<file path="src/rtl/button_bank_debounce_long_press_macros.svh">
// ---------------------------------------------------------------------------
// button bank debouncer assertion macros
// shared concurrent assertion forms, empty when SYNTHESIS is defined
// ---------------------------------------------------------------------------
`ifndef BUTTON_BANK_DEBOUNCE_LONG_PRESS_MACROS_SVH
`define BUTTON_BANK_DEBOUNCE_LONG_PRESS_MACROS_SVH

`ifndef SYNTHESIS
// same-cycle implication, checked out of reset
`define BBD_ASSERT_IMPL(label, clk, rst_n, ante, cons) \
    label: assert property (@(posedge clk) disable iff (!rst_n) (ante) |-> (cons)) \
        else $error("bbd assertion failed");
// next-cycle implication, checked out of reset
`define BBD_ASSERT_NEXT(label, clk, rst_n, ante, cons) \
    label: assert property (@(posedge clk) disable iff (!rst_n) (ante) |=> (cons)) \
        else $error("bbd assertion failed");
`else
`define BBD_ASSERT_IMPL(label, clk, rst_n, ante, cons)
`define BBD_ASSERT_NEXT(label, clk, rst_n, ante, cons)
`endif

`endif

</file>
<file path="src/rtl/bbd_pkg.sv">
// ---------------------------------------------------------------------------
// bbd_pkg
// types and constants shared by the button bank debouncer
// ---------------------------------------------------------------------------
`default_nettype none

package bbd_pkg;

    localparam int TIME_W     = 32;
    localparam int DELAY_W    = 16;
    localparam int RAW_W      = 8;
    localparam int SEL_W      = 3;
    localparam int IDX_W      = 3;
    localparam int CFG_W      = 16;
    localparam int IN_DATA_W  = 40;
    localparam int OUT_DATA_W = 32;
    localparam int RES_W      = 26;

    // configuration register indexes
    typedef enum logic [IDX_W-1:0] {
        CFG_DEBOUNCE_DELAY  = 3'd0,
        CFG_LONG_PRESS_TIME = 3'd1,
        CFG_PRESSED_POL     = 3'd2,
        CFG_LONG_PRESS_EN   = 3'd3,
        CFG_LONG_PRESS_BTN  = 3'd4
    } cfg_index_t;

    localparam logic [DELAY_W-1:0] DEBOUNCE_RESET   = 16'd50;
    localparam logic [DELAY_W-1:0] LONG_PRESS_RESET = 16'd1000;

    // per-lane findings for the current poll
    typedef struct packed {
        logic press;
        logic release_ev;
        logic pressed;
        logic lp_ready;
    } lane_status_t;

    // result word fields
    typedef struct packed {
        logic             input_detected;
        logic [RAW_W-1:0] stable_pressed;
        logic             long_press_event;
        logic [RAW_W-1:0] release_mask;
        logic [RAW_W-1:0] press_mask;
    } result_t;

endpackage

`default_nettype wire

</file>
<file path="src/rtl/button_bank_debounce_long_press.sv">
// ---------------------------------------------------------------------------
// button_bank_debounce_long_press
// timestamped debouncer for a bank of buttons with long-press detection
// ---------------------------------------------------------------------------
// Each input word carries a millisecond timestamp and the raw button levels;
// every word gives exactly one result word. One lane per button does the
// 32-bit elapsed-time compare in the accept cycle, so a poll is taken every
// clock and its result appears in the output register in the cycle after.
// Throughput is set only by the output register: a stalled result word
// holds the input off until it is taken.
`default_nettype none

module button_bank_debounce_long_press #(
    parameter int NUM_BUTTONS = 8
) (
    input  wire logic                           clk,
    input  wire logic                           rst_n,
    // configuration write port
    input  wire logic                           cfg_we,
    input  wire logic [bbd_pkg::IDX_W-1:0]      cfg_index,
    input  wire logic [bbd_pkg::CFG_W-1:0]      cfg_data,
    // poll input
    input  wire logic                           s_tvalid,
    output logic                                s_tready,
    // now_ms[31:0], raw_levels[39:32]
    input  wire logic [bbd_pkg::IN_DATA_W-1:0]  s_tdata,
    // result output
    output logic                                m_tvalid,
    input  wire logic                           m_tready,
    // press_mask[7:0], release_mask[15:8], long_press_event[16],
    // stable_pressed[24:17], input_detected[25], zero[31:26]
    output logic [bbd_pkg::OUT_DATA_W-1:0]      m_tdata
);
    import bbd_pkg::*;

    `include "button_bank_debounce_long_press_macros.svh"

    logic [DELAY_W-1:0]    debounce_reg;
    logic [DELAY_W-1:0]    long_time_reg;
    logic [RAW_W-1:0]      pol_reg;
    logic                  lp_en_reg;
    logic [SEL_W-1:0]      lp_btn_reg;

    logic                  accept;
    logic [TIME_W-1:0]     now_ms;
    logic [RAW_W-1:0]      raw_levels;
    lane_status_t          lanes [NUM_BUTTONS];
    logic [NUM_BUTTONS-1:0] lp_fire;
    result_t               result;

    logic                  out_valid_reg, out_valid_next;
    logic [OUT_DATA_W-1:0] out_data_reg;

    // configuration registers
    always_ff @(posedge clk or negedge rst_n)
    begin
        if (!rst_n)
        begin
            debounce_reg  <= DEBOUNCE_RESET;
            long_time_reg <= LONG_PRESS_RESET;
            pol_reg       <= '0;
            lp_en_reg     <= 1'b0;
            lp_btn_reg    <= '0;
        end
        else if (cfg_we)
        begin
            case (cfg_index)
                CFG_DEBOUNCE_DELAY:  debounce_reg  <= cfg_data;
                CFG_LONG_PRESS_TIME: long_time_reg <= cfg_data;
                CFG_PRESSED_POL:     pol_reg       <= cfg_data[RAW_W-1:0];
                CFG_LONG_PRESS_EN:   lp_en_reg     <= cfg_data[0];
                CFG_LONG_PRESS_BTN:  lp_btn_reg    <= cfg_data[SEL_W-1:0];
                default: ;
            endcase
        end
    end

    assign s_tready   = !out_valid_reg || m_tready;
    assign accept     = s_tvalid && s_tready;
    assign now_ms     = s_tdata[TIME_W-1:0];
    assign raw_levels = s_tdata[TIME_W+RAW_W-1:TIME_W];

    for (genvar i = 0; i < NUM_BUTTONS; i++)
    begin : g_lane
        logic reading;
        logic pol;

        // buttons past the raw field read low with low polarity
        if (i < RAW_W)
        begin : g_in
            assign reading = raw_levels[i];
            assign pol     = pol_reg[i];
        end
        else
        begin : g_zero
            assign reading = 1'b0;
            assign pol     = 1'b0;
        end

        bbd_lane u_lane (
            .clk             (clk),
            .rst_n           (rst_n),
            .accept          (accept),
            .now_ms          (now_ms),
            .reading         (reading),
            .pol             (pol),
            .debounce_delay  (debounce_reg),
            .long_press_time (long_time_reg),
            .lp_fire         (lp_fire[i]),
            .status          (lanes[i])
        );
    end

    bbd_merge #(
        .NUM_BUTTONS (NUM_BUTTONS)
    ) u_merge (
        .lanes     (lanes),
        .lp_enable (lp_en_reg),
        .lp_button (lp_btn_reg),
        .lp_fire   (lp_fire),
        .result    (result)
    );

    // output register
    always_comb
    begin
        out_valid_next = out_valid_reg;
        if (accept)
        begin
            out_valid_next = 1'b1;
        end
        else if (m_tready)
        begin
            out_valid_next = 1'b0;
        end
    end

    always_ff @(posedge clk or negedge rst_n)
    begin
        if (!rst_n)
        begin
            out_valid_reg <= 1'b0;
        end
        else
        begin
            out_valid_reg <= out_valid_next;
        end
    end

    always_ff @(posedge clk)
    begin
        if (accept)
        begin
            out_data_reg <= {{(OUT_DATA_W-RES_W){1'b0}}, result};
        end
    end

    assign m_tvalid = out_valid_reg;
    assign m_tdata  = out_data_reg;

    // a press and a release of the same button never share a word
    `BBD_ASSERT_IMPL(a_press_release_disjoint, clk, rst_n, m_tvalid,
        (m_tdata[7:0] & m_tdata[15:8]) == 8'd0)
    // detection flag matches the events it summarizes
    `BBD_ASSERT_IMPL(a_detect_consistent, clk, rst_n, m_tvalid,
        m_tdata[25] == ((|m_tdata[7:0]) || (|m_tdata[15:8]) || m_tdata[16]))
    // at most one lane fires a long press per poll
    `BBD_ASSERT_IMPL(a_fire_onehot, clk, rst_n, 1'b1, $onehot0(lp_fire))
    // an accepted poll always leaves a result word behind
    `BBD_ASSERT_NEXT(a_accept_gives_word, clk, rst_n, accept, m_tvalid)
    // an empty output register never blocks the input
    `BBD_ASSERT_IMPL(a_empty_ready, clk, rst_n, !m_tvalid, s_tready)

endmodule

`default_nettype wire

</file>
<file path="src/rtl/bbd_lane.sv">
// ---------------------------------------------------------------------------
// bbd_lane
// debounce and long-press timing state of one button
// ---------------------------------------------------------------------------
`default_nettype none

module bbd_lane (
    input  wire logic                        clk,
    input  wire logic                        rst_n,
    input  wire logic                        accept,
    input  wire logic [bbd_pkg::TIME_W-1:0]  now_ms,
    input  wire logic                        reading,
    input  wire logic                        pol,
    input  wire logic [bbd_pkg::DELAY_W-1:0] debounce_delay,
    input  wire logic [bbd_pkg::DELAY_W-1:0] long_press_time,
    input  wire logic                        lp_fire,
    output bbd_pkg::lane_status_t            status
);
    import bbd_pkg::*;

    logic              prev_reg, prev_next;
    logic              stable_reg, stable_next;
    logic [TIME_W-1:0] change_reg, change_next;
    logic              done_reg, done_next;
    logic              changed;
    logic [TIME_W-1:0] elapsed;
    logic              update;

    always_comb
    begin
        changed     = (reading != prev_reg);
        change_next = changed ? now_ms : change_reg;
        // elapsed since the (possibly just restarted) change time
        elapsed     = changed ? '0 : (now_ms - change_reg);
        update      = (elapsed > {{(TIME_W-DELAY_W){1'b0}}, debounce_delay})
                      && (reading != stable_reg);
        stable_next = update ? reading : stable_reg;
        prev_next   = reading;

        status.press      = update && (reading == pol);
        status.release_ev = update && (reading != pol);
        status.pressed    = (stable_next == pol);
        status.lp_ready   = (stable_next == pol) && !done_reg
                            && (elapsed > {{(TIME_W-DELAY_W){1'b0}}, long_press_time});
    end

    // long-press flag, kept apart so the fire path back from the merge stays acyclic
    always_comb
    begin
        done_next = done_reg;
        if (status.release_ev)
        begin
            done_next = 1'b0;
        end
        else if (lp_fire)
        begin
            done_next = 1'b1;
        end
    end

    always_ff @(posedge clk or negedge rst_n)
    begin
        if (!rst_n)
        begin
            prev_reg   <= 1'b1;
            stable_reg <= 1'b1;
            change_reg <= '0;
            done_reg   <= 1'b0;
        end
        else if (accept)
        begin
            prev_reg   <= prev_next;
            stable_reg <= stable_next;
            change_reg <= change_next;
            done_reg   <= done_next;
        end
    end

endmodule

`default_nettype wire

</file>
<file path="src/rtl/bbd_merge.sv">
// ---------------------------------------------------------------------------
// bbd_merge
// combines lane findings into the result word and picks the long press
// ---------------------------------------------------------------------------
`default_nettype none

module bbd_merge #(
    parameter int NUM_BUTTONS = 8
) (
    input  bbd_pkg::lane_status_t          lanes [NUM_BUTTONS],
    input  wire logic                      lp_enable,
    input  wire logic [bbd_pkg::SEL_W-1:0] lp_button,
    output logic [NUM_BUTTONS-1:0]         lp_fire,
    output bbd_pkg::result_t               result
);
    import bbd_pkg::*;

    logic sel_ok;
    logic any_event;

    assign sel_ok = lp_enable && (32'(lp_button) < NUM_BUTTONS);

    always_comb
    begin
        for (int i = 0; i < NUM_BUTTONS; i++)
        begin
            lp_fire[i] = sel_ok && (32'(lp_button) == i) && lanes[i].lp_ready;
        end
    end

    // every lane counts toward detection, also those past the result masks
    always_comb
    begin
        any_event = 1'b0;
        for (int i = 0; i < NUM_BUTTONS; i++)
        begin
            any_event = any_event || lanes[i].press || lanes[i].release_ev;
        end
    end

    always_comb
    begin
        result = '0;
        for (int i = 0; i < RAW_W; i++)
        begin
            if (i < NUM_BUTTONS)
            begin
                result.press_mask[i]     = lanes[i].press;
                result.release_mask[i]   = lanes[i].release_ev;
                result.stable_pressed[i] = lanes[i].pressed;
            end
        end
        result.long_press_event = |lp_fire;
        result.input_detected   = any_event || result.long_press_event;
    end

endmodule

`default_nettype wire

</file>
<file path="config.mk">
export PLATFORM = sky130hd
export DESIGN_NAME = button_bank_debounce_long_press
export DESIGN_NICKNAME = d
export VERILOG_FILES = /design/src/rtl/bbd_pkg.sv /design/src/rtl/button_bank_debounce_long_press.sv /design/src/rtl/bbd_lane.sv /design/src/rtl/bbd_merge.sv
export VERILOG_INCLUDE_DIRS = /design/src /design/src/rtl
export SDC_FILE = /design/constraint.sdc
export NUM_CORES = 1
export LEC_CHECK = 0
export BUFFER_PORTS_ARGS = -buffer_cell sky130_fd_sc_hd__buf_2
export CAP_MARGIN = 20
export CELL_PAD_IN_SITES_DETAIL_PLACEMENT = 0
export CELL_PAD_IN_SITES_GLOBAL_PLACEMENT = 1
export CORE_UTILIZATION = 54
export DETAILED_ROUTE_END_ITERATION = 7
export PLACE_DENSITY_LB_ADDON = 0.1
export RECOVER_POWER = 50
export SYNTH_ARGS = -nofsm -noshare
export SYNTH_HDL_FRONTEND = slang
export SYNTH_SLANG_ARGS = --single-unit
</file>
<file path="constraint.sdc">
create_clock -name clk -period 12.3 [get_ports clk]
set_input_delay 2.46 -clock clk [delete_from_list [all_inputs] [get_ports clk]]
set_output_delay 2.46 -clock clk [all_outputs]
set_load 0.05 [all_outputs]
</file>
Word level (Yosys, flattened, before mapping) --
Cells that the tools add are included.
Word-level totals: bits in registers 351, input bits 64, word-level logic and storage cells 264
Cells by class: $add $sub $neg 8, order comparisons 16, eq/ne operators 51, multiplexer cells 34, reductions and logical operators 116
Operator list (count):
- $gt A32 B16 Y1 | 16
- $mux W32 | 8
- $sub A32 B32 Y32 | 8
- $logic_and A1 B1 Y1 | 57
- $reduce_and A2 Y1 | 21
- $mux W1 | 26
- $ne A1 B1 Y1 | 24
- $reduce_bool A2 Y1 | 9
- $logic_or A1 B1 Y1 | 17
- $eq A1 B1 Y1 | 16
- $eq A3 B3 Y1 const B | 5
- $eq A3 B2 Y1 const B | 4
- $logic_not A1 Y1 | 9
- $reduce_or A8 Y1 | 1
- $eq A3 B1 Y1 const B | 2
- $logic_not A3 Y1 | 2

Depth between registers and ports, before layout --
Gate-level depths: netlist (run 1).
depth after elaboration 21, depth in mapped cells 25, depth with buffers taken out 25

By module --
Synthesis (run 1) repeated with hierarchy kept, for this count alone.
Second synthesis, totals: cells, all modules 4628, area total of the unflattened synthesis 38708.4 µm²
Modules (own cells, without submodules):
- bbd_lane (g_lane[1].u_lane ...) | times used 4, cells each 548, area each 4453.0 µm², seq. area each 878.3 µm²
- bbd_lane (g_lane[0].u_lane ...) | times used 2, cells each 557, area each 4548.1 µm², seq. area each 878.3 µm²
- bbd_lane (g_lane[4].u_lane) | times used 1, cells each 578, area each 4519.3 µm², seq. area each 878.3 µm²
- bbd_lane (g_lane[7].u_lane) | times used 1, cells each 556, area each 4316.6 µm², seq. area each 878.3 µm²
- button_bank_debounce_long_press | times used 1, cells each 134, area each 2581.2 µm², seq. area each 1918.1 µm²
- bbd_merge | times used 1, cells each 54, area each 382.9 µm², seq. area each 0.0 µm²

Least setup slack after synthesis (run 1) --
No wires, ideal clock.
path kind in2reg, start in s_tdata[0] (netlist name), end reg out_data_reg[25], in the netlist m_tdata[25] (data pin), setup time 0.272 ns, arrival 7.292 ns, setup slack 4.736 ns, cell stages on the path 25, buffers on the path 0, path through inv_1 > ha_1 > inv_1 > fa_1 > a21o_1 > a311oi_1 > nor2_1 > o21a_1 > nor2_1 > nor2b_1 > o21ai_0 > a21oi_1 > ha_1 > a21o_1 > a21o_1 > a21o_1 > a211o_1 > a221oi_1 > o21ai_0 > and3b_1 > o21ai_0 > and2_1 > o311ai_1 > a2111oi_2 > nand3_1
RTL lines:
- start: declaration | line button_bank_debounce_long_press.sv:26 | input wire logic [bbd_pkg::IN_DATA_W-1:0] s_tdata,
- end signal: assignment | line button_bank_debounce_long_press.sv:154 | out_data_reg <= {{(OUT_DATA_W-RES_W){1'b0}}, result};
- end: declaration | line button_bank_debounce_long_press.sv:52 | logic [OUT_DATA_W-1:0] out_data_reg;

==> metrics.md, run 1 <==
| Metric | Value |
|---|---|
| Syn avg cell area | 8.34 um^2 |
| 1st-iter DRT viols | roughly 3,000 |
| FF-to-FF path depth | 8 |
| Register area share after synthesis | 0.241 |
| Max Root-Sink Buffers | 3 |
| Final Max Slew Viols | 163 |
| Core area | 67,500 um^2 |
| Peak supply drop | ~0.14 mV |
| Post-synth top area cell | dfrtp_1 |
| Post-DP Area | a little under 40,000 um^2 |
| Synth top area share | 0.202 |
| Total CTS buffers | 44 |
| Global routing usage on met1 | 0.493 |
| Clock transition at path regs | roughly 0.070 ns |
| Period utilization | 0.662 |
| Initial antenna violation count | 7 |
| HPWL after DPL | 87,800 um |
| Final net count | 5,066 |
| HP Start | g_lane[4].u_lane.change_reg[1]$_DFFE_PN0P_ |
| Slowest stage delay, CP | 0.80 ns |
| Power Dens Cells | 219 nW/um^2 |
| Row Count | 95 |
| Largest family of logic cells by synthesized area | compound AO/OA/AOI/OAI gates |
| Sink Count | around 350 |
| Layout cells sized above 1 | 0.120 |
| Die Span Y | 264 um |
| R2r startpoint | m_tvalid$_DFFE_PN0P_ |
| CP most frequent cell | or4_1 |
| Routability cong. | 0.956 |
| GR peak layer | met2 |
| Unique masters post-synth | 102 |
| Cts-stage hold buffer count | 0 |
| Synth top area cells | dfrtp_1, ha_1, mux2_2, a21oi_1, o21ai_0 |
| Met2 global-route usage | 0.523 |
| Vias in the first global route | 31,796 |
| Area growth syn-to-layout | 8.20% |
| CP Launch Type | input pin |
| Via count | 34,199 |
| Die X | 264 um |
| Arr. time, crit path | 8.46 ns |
| Synth Area in XOR/XNOR | 0.0435 |
| Drt wl/cell | 22.3 um |
| Top FF cell, synth | dfrtp_1 |
| FF-to-FF setup slack | between 6 and 7 ns |
| Post-route ant nets | 0 |
| First-pass GRT wire length | 186,000 um |
| Ys Warns | 0 |
| CTS resizes | 0 |
| Hold Path Sink | g_lane[4].u_lane.change_reg[1]$_DFFE_PN0P_ |
| Min Tclk post-route | 8.14 ns |
| Max FFs per register | 256 |
| Leakage | 18.7 nW |
| DR DRC count | 0 |
| Hold path depth | 2 |
| Final Hold Vio Count | 0 |
| Global Route Usage Sum | 0.342 |
| Total power draw | 0.00879 W |
| Crit path cell chain | buf_2 -> inv_1 -> fa_1 -> nor2b_1 -> o2111ai_1 -> a211oi_1 -> a31o_2 -> a311oi_1 -> or4_1 -> or4_1 -> nor4_2 -> o21ai_1 -> a221oi_2 -> or4b_1 -> and4bb_2 -> nand3_1 |
| H-tree lvl count | 2 |
| Place WS | 3.66 ns |
| Fin area | 40,100 um^2 |
| Setup CP Type | in2reg |
| Simple-gate share of the synthesized area | 0.173 |
| Worst hold path class | reg2reg |
| Largest net degree at the start of global routing | 155 |
| Setup ws final | 4.16 ns |
| Violated checks | capacitance limit, slew limit |
| Setup TNS Final | 0 ns |
| FF-to-FF End | g_lane[2].u_lane.change_reg[29]$_DFFE_PN0P_ |
| Worst path required time | 12.63 ns |
| Syn Inst Count | 4,446 |
| RSZ-0062 raised after global routing | false |
| Num ports | 98 |
| Number of setup buffers added after CTS | 0 |
| # setup viols final | 0 |
| Die area | 69,700 um^2 |
| Synthesized area | 37,100 um^2 |
| Worst slew pin tran | between 5 and 6 ns |
| Rel. slew slack | -2.83 |
| Starting density of the core | 0.549 |
| Top-count cell post-synth | ha_1 |
| Root Driver | clkbuf_16 |
| Adder-Cell Fraction of Synth Area | 0.173 |
| CTS tree | yes |
| Async S/R FF share, synth | 0.926 |
| Clock skew | 0.0185 ns |
| Post-synth EDFFs | 26 |
| Final Core Density | 0.594 |
| Mux cell area share after synthesis | 0.0885 |
| Clk Latency, worst-skew pair | 0.59 ns |
| Port Buffers | 91 |
| Status | finished, violations left |
| M3 GR Usage | 0.0555 |
| Max-Cap Viols | 2 |
| GRT overflow | 0 |
| First-pass DRT Iterations | 5 |
| CP Max Fanout | 14 |
| Fmax | 123 MHz |
| Synth cell count leaders | ha_1, a21oi_1, nand2_1 |
| Synthesis-stage register bit count | 351 |
| Vias/cell | 6.33 |
| DRT Wirelength | 121,000 um |
| Post-synthesis compound-gate area fraction | 0.227 |
| Kind of end point of the critical path | flip-flop |
| CP max-delay cell | nor4_2 |
==> kinds of logic after synthesis <==
| logic type | Yosys count |
|---|---|
| muxes | 295 |
| adders and majority gates | 507 |
| AOI/OAI and AO/OA | 1305 |
| buffers and inverters | 506 |
| xor gates and xnor gates | 184 |
| and+or+nand+nor | 1297 |
| other | 1 |
| DFF | 351 |
==> layout by cell type, fill, tap and decap left out, drive strengths merged, types with 20 or more instances in the layout <==
master	netlist	layout
edfxtp	26	26
o21a	79	79
a211oi	60	60
nor3	81	81
nand2b	52	52
a21oi	368	368
o21bai	28	28
or3	36	36
and2	29	29
a211o	20	20
nand4	126	126
nand3	70	70
nor2b	51	51
nor4	28	28
dfrtp	300	300
nor2	330	330
inv	352	354
xnor2	99	99
dfstp	25	25
o211ai	45	45
xor2	85	85
o21ai	285	285
buf	19	123
ha	498	498
mux2i	31	31
a21o	157	157
nand2	356	356
clkbuf	134	84
and3	39	39
a31oi	33	33
mux2	264	264
==> where the power goes <==
group	switching [W]	internal [W]	leakage (nW)
registers	0.000194	0.00152	4.08
logic	0.00331	0.00223	13.8
clock network	0.000560	0.000970	0.817
total	0.00406	0.00473	18.7
==> how the worst max path moves through the flow <==
stage,start,endpoint,cells after the start
final,s_tdata[1],m_tdata[25]$_DFFE_PP_,16
after global routing,s_tdata[0],m_tdata[25]$_DFFE_PP_,26
after CTS,s_tdata[1],m_tdata[25]$_DFFE_PP_,16
after detailed placement,s_tdata[1],m_tdata[25]$_DFFE_PP_,16
after global placement,s_tdata[1],m_tdata[25]$_DFFE_PP_,16
after floorplan,s_tdata[0],m_tdata[25]$_DFFE_PP_,25
==> metal layers <==
metal | vias up | part of all wire
met2 | 1218 | 0.43
met4 | 0 | 0.029
met1 | 16350 | 0.46
met3 | 158 | 0.082
met5 | - | 0
li1 | 16473 | -
==> final cells by class <==
| cell class | count | area [um^2] |
|---|---|---|
| diodes | 3 | 7.51 |
| clock buffers | 55 | 1240 |
| inverters | 353 | 1330 |
| fillers | 6328 | 27400 |
| flip-flops and latches | 351 | 8940 |
| repair buffers | 152 | 877 |
| clock inverters | 24 | 449 |
| multi-input cells | 3594 | 26200 |
| well taps | 873 | 1090 |
==> per-stage QoR <==
stage          hold slack [ns]  instances
3_5_place_dp             0.470       5323
3_3_place_gp             0.464       5323
4_1_cts                  0.485       5402
5_1_grt                  0.501       5403
2_1_floorplan            0.450       4451
6_report                 0.482       5405
==> worst max-delay path, delay by kind of cell <==
family | cells | cell delay [ns]
AND/OR/NAND/NOR | 7 | 2.77
adder cells (fa/ha/maj) | 1 | 0.54
AO/OA/AOI/OAI | 6 | 1.75
buffers and inverters | 2 | 0.91
(Power assumes the default switching activity.)
==> inputs of run 2 (changes only) <==
--- a/config.mk
+++ b/config.mk
@@ -6,11 +6,12 @@
 export SDC_FILE = /design/constraint.sdc
 export NUM_CORES = 1
 export LEC_CHECK = 0
+export ABC_AREA = 1
 export BUFFER_PORTS_ARGS = -buffer_cell sky130_fd_sc_hd__buf_2
 export CAP_MARGIN = 20
 export CELL_PAD_IN_SITES_DETAIL_PLACEMENT = 0
 export CELL_PAD_IN_SITES_GLOBAL_PLACEMENT = 1
-export CORE_UTILIZATION = 54
+export CORE_UTILIZATION = 46
 export DETAILED_ROUTE_END_ITERATION = 7
 export PLACE_DENSITY_LB_ADDON = 0.1
 export RECOVER_POWER = 50
==> constraint.sdc (replaced) <==
create_clock -name clk -period 8.05 [get_ports clk]
set_input_delay 1.61 -clock clk [delete_from_list [all_inputs] [get_ports clk]]
set_output_delay 1.61 -clock clk [all_outputs]
set_load 0.05 [all_outputs]
==> metrics.md, run 2 <==
| Metric | Value |
|---|---|
| CP Launch Type | input pin (unchanged) |
| Setup crit start | s_tdata[0] (was s_tdata[1]) |
| Synthesis-stage register bit count | 351 (unchanged) |
| First-pass GRT wire length | 240,000 um (was 186,000 um) |
| Met2 global-route usage | 0.523 (about the same) |
| Synth Area in XOR/XNOR | 0.00979 (was 0.0435) |
| Simple-gate share of the synthesized area | 0.341 (was 0.173) |
| Vias/cell | 5.49 (was 6.33) |
| Clock transition at path regs | 0.06 ns (was 0.07 ns) |
| Hold Slack | 0.482 ns (about the same) |
| Min Tclk post-route | 5.75 ns |
| M3 GR Usage | 0.0756 (was 0.0555) |
| Post-synthesis compound-gate area fraction | 0.140 (was 0.227) |
| Leakage | 23.5 nW (was 18.7 nW) |
| Final Hold Vio Count | 0 (unchanged) |
| Num ports | 98 (unchanged) |
| 1st-iter DRT viols | 4,675 (was 3,034) |
| Setup ws final | 2.30 ns (was 4.16 ns) |
| Post-synth top area cell | dfrtp_1 (unchanged) |
| Die area | 85,900 um^2 (was 69,700 um^2) |
| Place WS | 1.79 ns (was 3.66 ns) |
| Starting density of the core | 0.465 (was 0.549) |
| Synth top area cells | dfrtp_1, nand2_1, ha_1, inv_1, o21ai_0 (was dfrtp_1, ha_1, mux2_2, a21oi_1, o21ai_0) |
| DR DRC count | 0 (unchanged) |
| Setup TNS Final | 0 ns (unchanged) |
| Global Route Usage Sum | 0.377 (was 0.342) |
| Max Root-Sink Buffers | 3 (unchanged) |
| Die Span Y | 293 um (was 264 um) |
| Cts-stage hold buffer count | 0 (unchanged) |
| GRT overflow | 0 (unchanged) |
| DRT Wirelength | 163,000 um (was 121,000 um) |
| Largest net degree at the start of global routing | 142 (was 155) |
| Most common cell after layout, fill and taps aside | nand2_1 (was ha_1) |
| R2r startpoint | g_lane[4].u_lane.change_reg[15]$_DFFE_PN0P_ (was m_tvalid$_DFFE_PN0P_) |
| Core area | 83,800 um^2 (was 67,500 um^2) |
| Area growth syn-to-layout | 9.20% (was 8.20%) |
| Initial antenna violation count | 14 (was 7) |
| Worst hold path class | reg2reg (unchanged) |
| GR peak layer | met1 (was met2) |
| Synth cell count leaders | nand2_1, inv_1, o21ai_0 (was ha_1, a21oi_1, nand2_1) |
| Vias in the first global route | 36,729 (was 31,796) |
| Peak supply drop | 0.206 mV (was 0.140 mV) |
| Via count | 41,578 (was 34,199) |
| CTS resizes | 0 (unchanged) |
| Power Dens Cells | 308 nW/um^2 (was 219 nW/um^2) |
| Fmax | 174 MHz |
| Worst slew pin tran | 4.15 ns (was 5.74 ns) |
| Rel. slew slack | -1.76 (was -2.83) |
| Post-route ant nets | 0 (unchanged) |
| Total CTS buffers | 46 (was 44) |
| Syn avg cell area | 6.18 um^2 (was 8.34 um^2) |
| Violated checks | capacitance limit, slew limit (unchanged) |
| RSZ-0062 raised after global routing | false (unchanged) |
| Largest family of logic cells by synthesized area | simple AND/OR/NAND/NOR gates (was compound AO/OA/AOI/OAI gates) |
| H-tree lvl count | 2 (unchanged) |
| Clk Latency, worst-skew pair | 0.61 ns (was 0.59 ns) |
| Root Driver | clkbuf_16 (unchanged) |
| Worst setup endpoint | m_tdata[25]$_DFFE_PP_ (unchanged) |
| Max-Cap Viols | 1 (was 2) |
| Post-synth EDFFs | 26 (unchanged) |
| Die X | 293 um (was 264 um) |
| Status | finished, violations left (unchanged) |
| FF-to-FF setup slack | 3.70 ns (was 6.01 ns) |
| Syn Inst Count | 6,307 (was 4,446) |
| Sink Count | 351 (unchanged) |
| FF-to-FF path depth | 21 (was 8) |
| Top FF cell, synth | dfrtp_1 (unchanged) |
| Global routing usage on met1 | 0.575 (was 0.493) |
| Arr. time, crit path | 6.11 ns (was 8.46 ns) |
| Mux cell area share after synthesis | 0 (was 0.0885) |
| First-pass DRT Iterations | 6 (was 5) |
| Top-count cell post-synth | nand2_1 (was ha_1) |
| Register area share after synthesis | 0.229 (was 0.241) |
| # setup viols final | 0 (unchanged) |
| Setup CP Type | in2reg (unchanged) |
| Adder-Cell Fraction of Synth Area | 0.164 (was 0.173) |
| Layout cells sized above 1 | 0.0563 (was 0.120) |
| Max FFs per register | 256 (unchanged) |
| Drt wl/cell | 21.6 um (was 22.3 um) |
| CTS tree | yes (unchanged) |
| Worst path required time | 8.41 ns (was 12.63 ns) |
| Port Buffers | 91 (unchanged) |
| Number of setup buffers added after CTS | 0 (unchanged) |
| Kind of end point of the critical path | flip-flop (unchanged) |
| Commonest cells after routing, fill and taps aside | nand2_1, inv_1, o21ai_0 (was ha_1, a21oi_1, nand2_1) |
| Final net count | 6,960 (was 5,066) |
| Unique masters post-synth | 59 (was 102) |
| Routability cong. | 0.970 (was 0.956) |
| Ys Warns | 0 (unchanged) |
| Clock skew | 0.0183 ns (was 0.0185 ns) |
| Async S/R FF share, synth | 0.926 (unchanged) |
| FF-to-FF End | m_tdata[25]$_DFFE_PP_ (was g_lane[2].u_lane.change_reg[29]$_DFFE_PN0P_) |
| CP Max Fanout | 16 (was 14) |
| Synth top area share | 0.193 (was 0.202) |
| Row Count | 106 (was 95) |
| HPWL after DPL | 124,000 um (was 87,800 um) |
| Final Max Slew Viols | 65 (was 163) |
| Synthesized area | 39,000 um^2 (was 37,100 um^2) |
| Period utilization | 0.714 |
==> run 2: stage by stage <==
stage / total power [W] / util / instances / instance area, um^2
after floorplan: 0.00824 / - / 6312 / 39000
after global placement: 0.0105 / 0.487 / 7470 / 40800
after detailed placement: 0.0106 / 0.487 / 7470 / 40800
after CTS: 0.0129 / 0.507 / 7555 / 42500
after global routing: 0.0143 / 0.508 / 7562 / 42600
final: 0.0131 / 0.508 / 7567 / 42600
==> run 2: where the power goes <==
part	internal, W	total, W	switching [W]	leakage [nW]
registers	0.00227	0.00256	0.000296	4.25
clock network	0.00139	0.00233	0.000936	0.795
logic	0.00266	0.00822	0.00556	18.5
total	0.00632	0.0131	0.00679	23.5
==> run 2: layout make-up <==
class / count / area (um^2)
clock buffers: 56 / 1270
diodes: 6 / 15.0
clock inverters: 29 / 397
well taps: 1134 / 1420
flip-flops and latches: 351 / 8940
fillers: 8966 / 41200
multi-input cells: 4758 / 25600
repair buffers: 121 / 758
inverters: 1112 / 4170
==> run 2: critical path, stage by stage <==
cell       delay [ns]
buf_2            0.12
inv_1            0.61
ha_1             0.27
inv_1            0.07
fa_1             0.41
nand2_1          0.09
nand2_1          0.08
nand3b_1         0.09
nand2_1          0.12
nand2_1          0.08
nand2_1          0.13
a21oi_1          0.31
ha_1             0.31
nand4_1          0.12
a21oi_1          0.05
a2111oi_0        0.58
nand2_1          0.12
nand2_1          0.16
nand2_1          0.11
nand2_1          0.10
nand3_1          0.08
nand3_1          0.14
nand2_1          0.08
nor2_2           0.14
nand3_1          0.10
==> run 2: kinds of logic (layout without fill, tap and decap cells) <==
kind of cell               count (synthesis)  count (layout)
adders and majority gates                506             506
and+or+nand+nor                         3165            3165
DFF                                      351             351
other                                      1              12
xor gates and xnor gates                  41              41
buffers and inverters                   1203            1318
AOI/OAI and AO/OA                       1040            1040
==> run 2: how the worst min path moves through the flow <==
stage                                                            from                                     endpoint  depth (start not counted)
after floorplan                          debounce_reg[11]$_DFFE_PN0P_                 debounce_reg[11]$_DFFE_PN0P_                          2
after global placement                    debounce_reg[2]$_DFFE_PN0P_                  debounce_reg[2]$_DFFE_PN0P_                          2
after detailed placement  g_lane[7].u_lane.change_reg[28]$_DFFE_PN0P_  g_lane[7].u_lane.change_reg[28]$_DFFE_PN0P_                          2
after CTS                  g_lane[6].u_lane.change_reg[5]$_DFFE_PN0P_   g_lane[6].u_lane.change_reg[5]$_DFFE_PN0P_                          2
after global routing                     debounce_reg[14]$_DFFE_PN0P_                 debounce_reg[14]$_DFFE_PN0P_                          2
final                     g_lane[3].u_lane.change_reg[17]$_DFFE_PN0P_  g_lane[3].u_lane.change_reg[17]$_DFFE_PN0P_                          2
==> run 2: routing by layer <==
| layer | up-vias | wire length [um] |
|---|---|---|
| met4 | 4 | 5680 |
| met5 | - | 26 |
| met3 | 223 | 17000 |
| met1 | 19165 | 77600 |
| li1 | 20451 | - |
| met2 | 1735 | 63000 |
